==> src/hdl/nvfp4_pkg.sv <==
// nvfp4_pkg: shared types, constants and fp32 helper functions for the
// NVFP4 dequantizer. Used by every module in hdl/.
package nvfp4_pkg;

  localparam int unsigned CfgIdxW = 1;

  typedef enum logic [CfgIdxW-1:0] {
    REG_TENSOR_SCALE   = 1'b0,
    REG_SCALES_PRESENT = 1'b1
  } cfg_reg_t;

  localparam logic [31:0] GlobalScaleRst = 32'h3F80_0000;
  localparam logic [31:0] QnanBits       = 32'h7FC0_0000;
  localparam logic [31:0] QuietBit       = 32'h0040_0000;

  // Unpacked float operand: sign, unbiased-ish exponent, 24-bit significand
  typedef struct packed {
    logic              sign;
    logic              zero;
    logic              inf;
    logic              nan;
    logic signed [9:0] exp;   // exponent of significand bit 23
    logic [23:0]       man;   // normalized: bit 23 set unless zero
  } fop_t;

  // Product waiting to be rounded
  typedef struct packed {
    logic              sign;
    logic              zero;
    logic              inf;
    logic              nan;
    logic signed [9:0] exp;   // exponent of bit 47 of prod
    logic [47:0]       prod;
  } fprod_t;

  // Count leading zeros of a 24-bit value
  function automatic logic [4:0] clz24(input logic [23:0] v);
    logic [4:0] n;
    logic       hit;
    n   = 5'd24;
    hit = 1'b0;
    for (int i = 23; i >= 0; i--) begin
      if (!hit && v[i]) begin
        n   = 5'(23 - i);
        hit = 1'b1;
      end
    end
    return n;
  endfunction

  // Unpack fp32 bits, normalizing subnormals
  function automatic fop_t unpack32(input logic [31:0] b);
    fop_t       o;
    logic [4:0] lz;
    logic [23:0] m;
    o.sign = b[31];
    o.nan  = (b[30:23] == 8'hFF) && (b[22:0] != '0);
    o.inf  = (b[30:23] == 8'hFF) && (b[22:0] == '0);
    o.zero = (b[30:0] == '0);
    if (b[30:23] == '0) begin
      m     = {1'b0, b[22:0]};
      lz    = clz24(m);
      o.man = m << lz;
      o.exp = 10'sd1 - 10'sd127 - $signed({5'd0, lz});
    end else begin
      o.man = {1'b1, b[22:0]};
      o.exp = $signed({2'b00, b[30:23]}) - 10'sd127;
    end
    return o;
  endfunction

  // Decode an E4M3 scale byte; 0x7F/0xFF give signed zero
  function automatic fop_t unpack_e4m3(input logic [7:0] b);
    fop_t       o;
    logic [3:0] e;
    logic [2:0] m;
    e = b[6:3];
    m = b[2:0];
    o.sign = b[7];
    o.nan  = 1'b0;
    o.inf  = 1'b0;
    o.zero = ((e == '0) && (m == '0)) || ((e == 4'hF) && (m == 3'h7));
    if (e == '0) begin
      // man * 2^-9
      priority if (m[2]) begin
        o.man = {m, 21'd0};
        o.exp = -10'sd7;
      end else if (m[1]) begin
        o.man = {m[1:0], 22'd0};
        o.exp = -10'sd8;
      end else begin
        o.man = {m[0], 23'd0};
        o.exp = -10'sd9;
      end
    end else begin
      o.man = {1'b1, m, 20'd0};
      o.exp = $signed({6'd0, e}) - 10'sd7;
    end
    return o;
  endfunction

  // Decode an E2M1 code to +-{0,.5,1,1.5,2,3,4,6}
  function automatic fop_t unpack_e2m1(input logic [3:0] c);
    fop_t o;
    o.sign = c[3];
    o.nan  = 1'b0;
    o.inf  = 1'b0;
    o.zero = (c[2:0] == '0);
    unique case (c[2:0])
      3'd0: begin o.man = 24'd0;       o.exp = 10'sd0;  end
      3'd1: begin o.man = 24'h80_0000; o.exp = -10'sd1; end
      3'd2: begin o.man = 24'h80_0000; o.exp = 10'sd0;  end
      3'd3: begin o.man = 24'hC0_0000; o.exp = 10'sd0;  end
      3'd4: begin o.man = 24'h80_0000; o.exp = 10'sd1;  end
      3'd5: begin o.man = 24'hC0_0000; o.exp = 10'sd1;  end
      3'd6: begin o.man = 24'h80_0000; o.exp = 10'sd2;  end
      default: begin o.man = 24'hC0_0000; o.exp = 10'sd2; end
    endcase
    return o;
  endfunction

  // Round a product to fp32, RNE, with subnormals and overflow
  function automatic logic [31:0] round32(input fprod_t p);
    logic [47:0]       pr;
    logic signed [10:0] e;
    logic signed [10:0] be;
    logic [6:0]        sh;
    logic [49:0]       w;
    logic [23:0]       kept;
    logic              g;
    logic              st;
    logic [24:0]       rnd;
    logic [7:0]        ef;
    logic [31:0]       r;
    pr = p.prod;
    e  = 11'(p.exp);
    // prod has top bit at 47 or 46
    if (!pr[47]) begin
      pr = pr << 1;
      e  = e - 11'sd1;
    end
    be = e + 11'sd127;
    if (be >= 11'sd1) begin
      sh = 7'd0;
    end else if (be < -11'sd30) begin
      sh = 7'd31;
    end else begin
      sh = 7'(11'sd1 - be);
    end
    w    = {pr, 2'b00} >> sh;
    st   = ((({pr, 2'b00}) & ~(50'h3_FFFF_FFFF_FFFF << sh)) != '0);
    kept = w[49:26];
    g    = w[25];
    st   = st | (w[24:0] != '0);
    rnd  = {1'b0, kept} + 25'(g & (st | kept[0]));
    if (sh != '0) begin
      // subnormal path; carry into bit 23 makes it the smallest normal
      r = {p.sign, 8'(rnd[23]), rnd[22:0]};
    end else if (rnd[24]) begin
      ef = 8'(be + 11'sd1);
      r  = (be + 11'sd1 >= 11'sd255) ? {p.sign, 8'hFF, 23'd0} : {p.sign, ef, 23'd0};
    end else begin
      ef = 8'(be);
      r  = (be >= 11'sd255) ? {p.sign, 8'hFF, 23'd0} : {p.sign, ef, rnd[22:0]};
    end
    priority if (p.nan) begin
      r = QnanBits;
    end else if (p.inf) begin
      r = {p.sign, 8'hFF, 23'd0};
    end else if (p.zero) begin
      r = {p.sign, 31'd0};
    end
    return r;
  endfunction

  // Sign, class and exponent of a product before multiplying significands
  function automatic fprod_t mul_setup(input fop_t a, input fop_t b);
    fprod_t p;
    p.sign = a.sign ^ b.sign;
    p.nan  = a.nan | b.nan | (a.inf & b.zero) | (a.zero & b.inf);
    p.inf  = a.inf | b.inf;
    p.zero = a.zero | b.zero;
    p.exp  = a.exp + b.exp + 10'sd1;
    p.prod = '0;
    return p;
  endfunction

endpackage

==> src/hdl/nvfp4_mul.sv <==
// nvfp4_mul: pipelined fp32 multiplier stage pair: significand product
// registered, then rounding registered. Depends on nvfp4_pkg.
module nvfp4_mul
  import nvfp4_pkg::*;
(
  input  logic        clk,
  input  logic        rst_n,
  input  logic        adv,       // pipeline advances this cycle
  input  logic        in_vld,
  input  fop_t        a,
  input  fop_t        b,
  input  logic [3:0]  side_in,   // code travelling alongside
  input  logic        nan_in,
  output logic        out_vld,
  output logic [31:0] res,
  output logic [3:0]  side_out,
  output logic        nan_out
);

  fprod_t     p_r;
  logic       v1_r;
  logic [3:0] side1_r;
  logic       nan1_r;
  logic       v2_r;
  logic [31:0] res_r;
  logic [3:0] side2_r;
  logic       nan2_r;
  fprod_t     p_nxt;

  always_comb begin
    p_nxt      = mul_setup(a, b);
    p_nxt.prod = a.man * b.man;
  end

  // valid bits
  always_ff @(posedge clk) begin
    if (!rst_n) begin
      v1_r <= 1'b0;
      v2_r <= 1'b0;
    end else if (adv) begin
      v1_r <= in_vld;
      v2_r <= v1_r;
    end
  end

  // multiply, then round
  always_ff @(posedge clk) begin
    if (adv) begin
      p_r     <= p_nxt;
      side1_r <= side_in;
      nan1_r  <= nan_in;
      res_r   <= round32(p_r);
      side2_r <= side1_r;
      nan2_r  <= nan1_r;
    end
  end

  assign out_vld  = v2_r;
  assign res      = res_r;
  assign side_out = side2_r;
  assign nan_out  = nan2_r;

endmodule

==> src/hdl/nvfp4_dequantizer.sv <==
// nvfp4_dequantizer: top level. Decode stage, two fp32 multipliers of two
// stages each, output register. Depends on nvfp4_pkg and nvfp4_mul.
// Throughput: one beat per cycle; the pipeline holds while an output beat
// is stalled. Reset (rst_n low, synchronous): valid bits cleared,
// tensor scale = 1.0, scales_present = 1.
module nvfp4_dequantizer
  import nvfp4_pkg::*;
(
  input  logic                 clk,
  input  logic                 rst_n,
  input  logic                 cfg_we,
  input  logic [CfgIdxW-1:0]   cfg_index,
  input  logic [31:0]          cfg_data,
  input  logic                 in_valid,
  output logic                 in_stall,
  input  logic [3:0]           in_code,
  input  logic [7:0]           in_scale_code,
  output logic                 out_valid,
  input  logic                 out_stall,
  output logic [31:0]          out_value
);

  logic [31:0] gscale_r;
  logic        present_r;
  logic        adv;
  logic        d_vld_r;
  fop_t        d_g_r;
  fop_t        d_s_r;
  logic [3:0]  d_code_r;
  logic        d_nan_r;
  logic        m1_vld;
  logic [31:0] m1_res;
  logic [3:0]  m1_code;
  logic        m1_nan;
  logic        m2_vld;
  logic [31:0] m2_res;
  logic [3:0]  m2_side;
  logic        m2_nan;
  logic        o_vld_r;
  logic [31:0] o_val_r;
  logic [31:0] o_val_nxt;
  fop_t        one_op;

  // whole pipe holds while the output beat is stalled
  assign adv      = !(o_vld_r && out_stall);
  assign in_stall = !adv;

  // configuration registers
  always_ff @(posedge clk) begin
    if (!rst_n) begin
      gscale_r  <= GlobalScaleRst;
      present_r <= 1'b1;
    end else if (cfg_we) begin
      unique case (cfg_reg_t'(cfg_index))
        REG_TENSOR_SCALE:   gscale_r  <= cfg_data;
        REG_SCALES_PRESENT: present_r <= cfg_data[0];
        default: ;
      endcase
    end
  end

  always_comb begin
    one_op      = '0;
    one_op.man  = 24'h80_0000;
  end

  // decode stage
  always_ff @(posedge clk) begin
    if (!rst_n) begin
      d_vld_r <= 1'b0;
    end else if (adv) begin
      d_vld_r <= in_valid;
    end
  end

  always_ff @(posedge clk) begin
    if (adv) begin
      d_g_r    <= unpack32(gscale_r);
      d_s_r    <= present_r ? unpack_e4m3(in_scale_code) : one_op;
      d_code_r <= in_code;
      d_nan_r  <= (gscale_r[30:23] == 8'hFF) && (gscale_r[22:0] != '0);
    end
  end

  // global scale times group scale
  nvfp4_mul u_mul_scale (
    .clk      (clk),
    .rst_n    (rst_n),
    .adv      (adv),
    .in_vld   (d_vld_r),
    .a        (d_g_r),
    .b        (d_s_r),
    .side_in  (d_code_r),
    .nan_in   (d_nan_r),
    .out_vld  (m1_vld),
    .res      (m1_res),
    .side_out (m1_code),
    .nan_out  (m1_nan)
  );

  // code value times combined scale
  nvfp4_mul u_mul_code (
    .clk      (clk),
    .rst_n    (rst_n),
    .adv      (adv),
    .in_vld   (m1_vld),
    .a        (unpack_e2m1(m1_code)),
    .b        (unpack32(m1_res)),
    .side_in  (m1_code),
    .nan_in   (m1_nan),
    .out_vld  (m2_vld),
    .res      (m2_res),
    .side_out (m2_side),
    .nan_out  (m2_nan)
  );

  // NaN global scale passes through quieted; the user must keep config stable while busy, the block does not enforce it
  assign o_val_nxt = m2_nan ? (gscale_r | QuietBit) : m2_res;

  always_ff @(posedge clk) begin
    if (!rst_n) begin
      o_vld_r <= 1'b0;
    end else if (adv) begin
      o_vld_r <= m2_vld;
    end
  end

  always_ff @(posedge clk) begin
    if (adv) begin
      o_val_r <= (m2_side[3] & 1'b0) ? '0 : o_val_nxt;
    end
  end

  assign out_valid = o_vld_r;
  assign out_value = o_val_r;

endmodule
==> config.mk <==
export PLATFORM = sky130hd
export DESIGN_NAME = nvfp4_dequantizer
export DESIGN_NICKNAME = d
export VERILOG_FILES = /design/src/hdl/nvfp4_pkg.sv /design/src/hdl/nvfp4_mul.sv /design/src/hdl/nvfp4_dequantizer.sv
export SDC_FILE = /design/constraint.sdc
export NUM_CORES = 1
export LEC_CHECK = 0
export BUFFER_PORTS_ARGS = -buffer_cell sky130_fd_sc_hd__buf_2
export CAP_MARGIN = 20
export CORE_ASPECT_RATIO = 1.2
export CORE_MARGIN = 2
export CORE_UTILIZATION = 60
export CTS_CLUSTER_SIZE = 14
export DETAILED_ROUTE_END_ITERATION = 10
export PLACE_DENSITY = 0.77
export SETUP_SLACK_MARGIN = 0.2
export SLEW_MARGIN = 20
export SYNTH_ARGS = -nofsm -noshare
export SYNTH_HDL_FRONTEND = slang
export SYNTH_SLANG_ARGS = --single-unit
export TNS_END_PERCENT = 100
==> constraint.sdc <==
create_clock -name clk -period 12.7 [get_ports clk]
set_input_delay 0.635 -clock clk [delete_from_list [all_inputs] [get_ports clk]]
set_output_delay 0.635 -clock clk [all_outputs]
set_load 0.05 [all_outputs]
==> results of run 1 <==
per-stage QoR:
| step | cells | utilization, % | hold slack, ns | cell area (um^2) |
|---|---|---|---|---|
| final | 3981 | 63.9 | 0.215 | 31300 |
| after global routing | 3981 | 63.9 | 0.200 | 31300 |
| after CTS | 3979 | 63.9 | 0.199 | 31200 |
| after detailed placement | 3925 | 61.9 | 0.405 | 30300 |
| after global placement | 3925 | 61.9 | 0.400 | 30300 |
| after floorplan | 3357 | - | 0.400 | 29500 |
synth_stat cells, types with 15 or more instances:
library cell / number
a211oi_1: 63
a21boi_0: 35
a21o_1: 28
a21oi_1: 163
a22oi_1: 21
a31oi_1: 37
and2_1: 59
and3_1: 20
buf_1: 28
buf_2: 38
clkbuf_1: 115
dfxtp_1: 39
edfxtp_1: 242
fa_1: 53
ha_1: 283
inv_1: 144
mux2_2: 62
mux2i_1: 140
nand2_1: 393
nand2b_1: 24
nand3_1: 78
nand4_1: 22
nor2_1: 286
nor2b_1: 25
nor3_1: 100
nor4_1: 38
o211ai_1: 31
o21a_1: 15
o21ai_0: 138
o21bai_1: 37
o22ai_1: 36
o31ai_1: 20
or2_2: 20
or3_1: 26
or4_1: 16
xnor2_1: 107
xor2_1: 56
cell type report:
type	count	area [um^2]
sequential	281	8050
multi-input combinational	2734	20100
fill	4092	17600
tap	637	797
clock inverter	23	240
antenna	1	2.50
timing repair buffer	126	754
inverter	148	556
clock buffer	31	733
how the worst min path moves through the flow:
stage,startpoint,to
floorplan,u_mul_scale.nan_out,u_mul_code.nan1_r
CTS,in_code[1],d_code_r[1]
detailed placement,d_code_r[3],u_mul_scale.side1_r[3]
global route,in_code[0],d_code_r[0]
finish,in_code[1],d_code_r[1]
global placement,d_code_r[0],u_mul_scale.side1_r[0]
state kept, by name, indices dropped and copies added, names as in the netlist:
name / cells
u_mul_scale.nan1_r: 1
u_mul_scale.out_vld: 1
u_mul_scale.p_r: 42
u_mul_scale.v1_r: 1
d_s_r: 11
u_mul_code.p_r: 40
d_code_r: 4
u_mul_scale.side1_r: 4
u_mul_scale.side_out: 4
u_mul_code.out_vld: 1
u_mul_code.nan1_r: 1
d_nan_r: 1
u_mul_code.res: 32
gscale_r: 32
present_r: 1
d_vld_r: 1
u_mul_code.nan_out: 1
u_mul_code.v1_r: 1
out_value: 32
out_valid: 1
u_mul_scale.nan_out: 1
u_mul_scale.res: 32
d_g_r: 36
critical path: stages (launching register included):
cell	delay [ns]
edfxtp_1	0.36
buf_4	0.37
inv_1	0.69
nor2_1	0.13
nor2_1	0.55
inv_1	0.44
ha_1	0.37
xnor2_1	0.24
inv_1	0.11
ha_1	0.25
o211ai_1	0.09
nor4_1	0.07
a211oi_2	0.49
o2111a_1	0.59
nand4_1	0.41
buf_4	0.37
nand2_1	0.48
o21ai_0	0.33
a22oi_1	0.51
o211ai_1	0.17
a32oi_1	0.33
nand4b_1	0.43
nor4_2	0.67
or4b_1	0.60
nor3_2	0.16
mux2_2	0.34
logic make-up (layout without fill, tap and decap cells):
kind of cell             Yosys count  after routing  share of synthesized area [%]
AND/OR/NAND/NOR                 1176           1176                           19.3
AO/OA/AOI/OAI                    840            840                           20.0
buffers and inverters            342            328                           4.75
adder cells (fa/ha/maj)          338            338                           15.7
flip-flops                       281            281                           27.3
multiplexers                     213            213                           7.95
XOR/XNOR                         167            167                           5.09
other                              0              1                              0
per-layer routing:
metal | vias to the layer above | part of all wire [%] | track usage (%)
met5 | - | 0 | 0
met4 | 0 | 4.9 | 15.7
met3 | 256 | 7.9 | 5.69
met2 | 1315 | 46 | 58.3
met1 | 12700 | 41 | 46.9
li1 | 12400 | - | -
==> metrics.md, run 1 <==
| Metric | Value |
|---|---|
| Clk_lat worst skew | `0.60 ns` |
| Setup WS post-layout | `2.78 ns` |
| Hold depth | `1` |
| Final WL | `91900 um` |
| Fin crit period | `9.92 ns` |
| Share of layout cells above drive strength 1 | `10.1%` |
| Sequential fraction of the synthesis area | `27.3%` |
| Starting Density | `60.4%` |
| Reg2reg start | `u_mul_code.p_r[47]` |
| Core Region | `48900 um^2` |
| Critical register-to-register path endpoint | `u_mul_code.res[21]` |
| Top FF cell, synth | `edfxtp_1` |
| Startpoint Class | `register` |
| Setup tns final | `0 ns` |
| Routability-driven placement congestion ratio | `1.02` |
| GRT Total Usage | `35.8%` |
| Via density | `6.70` |
| Syn_area_per_cell | `8.80 um^2` |
| Max Clock Freq | `0.101 GHz` |
| Commonest non-fill, non-tap cells in the layout | `nand2_1, nor2_1, ha_1` |
| Area leader, netlist | `edfxtp_1` |
| Syn Nets | `3743` |
| Post-CTS setup buffers | `0` |
| Flop-to-flop setup slack | `2.78 ns` |
| CTS H-tree depth | `1` |
| Synth async-reset ratio | `0%` |
| Synth warnings | `0` |
| Num CTS Buffers | `29` |
| Data required, critical path | `13.05 ns` |
| Cell Area, Synth | `29500 um^2` |
| IO Pins | `84` |
| Reg clk slew, reported paths | `0.06 ns` |
| Clock Sink Count | `281` |
| Max-cap viol count | `0` |
| Die X | `207 um` |
| Cells after synthesis | `3357` |
| Worst Skew | `0.0236 ns` |
| Post-synth top area share | `24.6%` |
| Final Hold Viols | `0` |
| Most area-consuming cells after synthesis | `edfxtp_1, ha_1, nand2_1, mux2i_1, nor2_1` |
| Number of enable flip-flop cells after synthesis | `242` |
| R2R depth | `25` |
| Max Slew Vio Count | `0` |
| Routed Antenna Nets | `0` |
| Part of the cycle the worst path needs | `78.1%` |
| Worst-path fanout max | `77` |
| Critical Path Sink | `u_mul_code.res[21]` |
| CTS tree | `yes` |
| Synthesis-stage register bit count | `281` |
| Via Count | `26700` |
| Tightest Pin Transition | `1.10 ns` |
| Worst EP arrival | `10.28 ns` |
| Avg WL per Cell | `23.1 um` |
| Crit. Startpoint | `u_mul_code.p_r[47]` |
| Hpwl dp | `68600 um` |
| DIE AREA | `51000 um^2` |
| Vias in the first global route | `25800` |
| Post-synth cell types | `116` |
| Hold/Removal Path Class | `primary input to register` |
| Largest net degree at the start of global routing | `185` |
| Port buffer count | `83` |
| Residual DRC | `0` |
| Gr ovfl total | `0` |
| PostCTS Resize Cnt | `0` |
| Hold buffer count at cts | `0` |
| Status | `completed` |
| Commonest non-fill, non-tap cell in the layout | `nand2_1` |
| DP Worst Slack | `2.79 ns` |
| First-pass GRT wire length | `144000 um` |
| Max transition margin | `27.0%` |
| Kind of critical path | `register to register` |
| Nets | `3706` |
| Initial antenna violation count | `3` |
| RSZ-0062 raised after global routing | `no` |
| Iteration-0 DRC Markers | `2980` |
| Setup violations, final | `0` |
| Worst setup EP type | `register` |
| Die Ht | `247 um` |
| First-pass iteration count of the detailed router | `6` |
| Layout overhead on the synthesized area | `5.84%` |
| Root Buffer | `clkbuf_16` |
| Site Rows | `89` |
| Maximum root-to-sink buffer count | `3` |
Power of run 1 is not shown: default switching activity piles up to over one toggle a cycle in this logic, so the estimate is an artifact.
==> inputs of run 2 (changes only) <==
--- a/config.mk
+++ b/config.mk
@@ -9,10 +9,10 @@
 export CAP_MARGIN = 20
 export CORE_ASPECT_RATIO = 1.2
 export CORE_MARGIN = 2
-export CORE_UTILIZATION = 60
+export CORE_UTILIZATION = 59
 export CTS_CLUSTER_SIZE = 14
 export DETAILED_ROUTE_END_ITERATION = 10
-export PLACE_DENSITY = 0.77
+export PLACE_DENSITY = 0.79
 export SETUP_SLACK_MARGIN = 0.2
 export SLEW_MARGIN = 20
 export SYNTH_ARGS = -nofsm -noshare
==> constraint.sdc (replaced) <==
create_clock -name clk -period 8.1 [get_ports clk]
set_input_delay 0.405 -clock clk [delete_from_list [all_inputs] [get_ports clk]]
set_output_delay 0.405 -clock clk [all_outputs]
set_load 0.05 [all_outputs]
==> metrics.md, run 2 (synthesis gave the netlist of run 1 again) <==
| Metric | Value |
|---|---|
| CP most frequent cell | `ha_1` |
| Tightest Pin Transition | `1.14 ns` |
| Reg2reg start | `u_mul_scale.res[9]` |
| Max Slew Vio Count | `0` |
| Routability-driven placement congestion ratio | `0.988` |
| Commonest non-fill, non-tap cells in the layout | `nand2_1, nor2_1, ha_1` |
| Worst-path fanout max | `5` |
| Site Rows | `89` |
| IO Pins | `84` |
| Die Ht | `249 um` |
| Iteration-0 DRC Markers | `2974` |
| Residual DRC | `0` |
| WHS | `0.0265 ns` |
| Setup violations, final | `0` |
| Hpwl dp | `73800 um` |
| Root Buffer | `clkbuf_16` |
| Worst hold start | `in_code[0]` |
| Num CTS Buffers | `27` |
| Largest regs | `u_mul_scale.p_r x42, u_mul_code.p_r x40, d_g_r x36` |
| Final non-filler cell total | `4119` |
| Slowest stage delay, CP | `0.58 ns` |
| Setup WS post-layout | `0.227 ns` |
| Largest register FFs | `42` |
| Part of the cycle the worst path needs | `97.2%` |
| Worst setup EP type | `register` |
| First-pass iteration count of the detailed router | `8` |
| Initial antenna violation count | `1` |
| Maximum root-to-sink buffer count | `3` |
| Die X | `208 um` |
| First-pass GRT wire length | `152000 um` |
| Max transition margin | `23.8%` |
| Fin crit period | `7.87 ns` |
| Core Region | `49300 um^2` |
| Via Count | `27700` |
| Layout overhead on the synthesized area | `9.84%` |
| CTS tree | `yes` |
| Gr ovfl total | `0` |
| Biggest register | `u_mul_scale.p_r` |
| Vias in the first global route | `27300` |
| GRT Total Usage | `36.5%` |
| Max-cap viol count | `0` |
| DP Worst Slack | `0.0580 ns` |
| Nets | `3848` |
| Via density | `6.72` |
| Routed Antenna Nets | `0` |
| Number of diodes | `0` |
| Final WL | `97100 um` |
| Commonest non-fill, non-tap cell in the layout | `nand2_1` |
| Clk_lat worst skew | `0.57 ns` |
| DIE AREA | `51900 um^2` |
| Avg WL per Cell | `23.6 um` |
| Largest net degree at the start of global routing | `122` |
| Layout Utilization | `65.7%` |
| RSZ-0062 raised after global routing | `yes` |
| Final Hold Viols | `0` |
| Reg clk slew, reported paths | `0.07 ns` |
| Data required, critical path | `8.39 ns` |
| Max Clock Freq | `0.127 GHz` |
| Hold/Removal Path Class | `primary input to register` |
| Status | `completed` |
| Kind of critical path | `register to register` |
| Share of layout cells above drive strength 1 | `14.1%` |
| Startpoint Class | `register` |
| Worst EP arrival | `8.16 ns` |
| Crit. Startpoint | `u_mul_scale.res[9]` |
| Port buffer count | `83` |
| CP max-delay cell | `or4_4` |
| Starting Density | `59.9%` |
| Clock Sink Count | `281` |
| Worst Skew | `0.0167 ns` |
| Hold buffer count at cts | `0` |
| Placed instance count | `4050` |
| CTS H-tree depth | `1` |
run 2: routing by layer:
metal / vias up / GRT usage [%] / wire [um]
met4: 2 / 18.2 / 5450
met3: 343 / 4.21 / 6360
li1: 12700 / - / -
met2: 1357 / 61.7 / 46200
met5: - / 0 / 17
met1: 13300 / 46.2 / 39000
run 2: worst paths after layout:
| path | end | slack [ns] | depth (start not counted) |
|---|---|---|---|
| hold / removal | d_code_r[0] | 0.03 | 1 |
| setup / recovery | u_mul_code.p_r[47] | 0.23 | 33 |
| hold reg to reg | u_mul_scale.side_out[1] | 0.41 | 0 |
| setup reg to reg | u_mul_code.p_r[47] | 0.23 | 33 |
run 2: repair_timing:
item | 4_1_cts | 5_1_grt
setup buffers | 2 | 18
endpoints found under the setup margin | 3 | 38
gates cloned | 0 | 0
pin swaps | 0 | 8
gates resized for setup | 5 | 24
run 2: critical path, delay by kind of cell, from the launching register on:
| kind | cells | cell delay [ns] |
|---|---|---|
| multiplexers | 3 | 0.51 |
| adder cells (fa/ha/maj) | 6 | 1.88 |
| buffers and inverters | 2 | 0.32 |
| AO/OA/AOI/OAI | 16 | 2.98 |
| AND/OR/NAND/NOR | 5 | 1.33 |
| XOR/XNOR | 1 | 0.11 |
| flip-flops | 1 | 0.45 |
run 2: area by class of cell:
type | count | area, um^2
clock buffer | 38 | 748
clock inverter | 11 | 109
fill | 3917 | 16900
inverter | 148 | 556
multi-input combinational | 2734 | 20300
sequential | 281 | 8050
tap | 637 | 797
timing repair buffer | 270 | 1910
run 2: per-stage QoR:
stage / cell area [um^2] / TNS (ns)
6_report: 32400 / 0
5_1_grt: 32400 / -0.175
4_1_cts: 32200 / 0
3_5_place_dp: 31300 / 0
3_3_place_gp: 31300 / 0
2_1_floorplan: 29500 / 0
Power of run 2 is left out for the same reason.
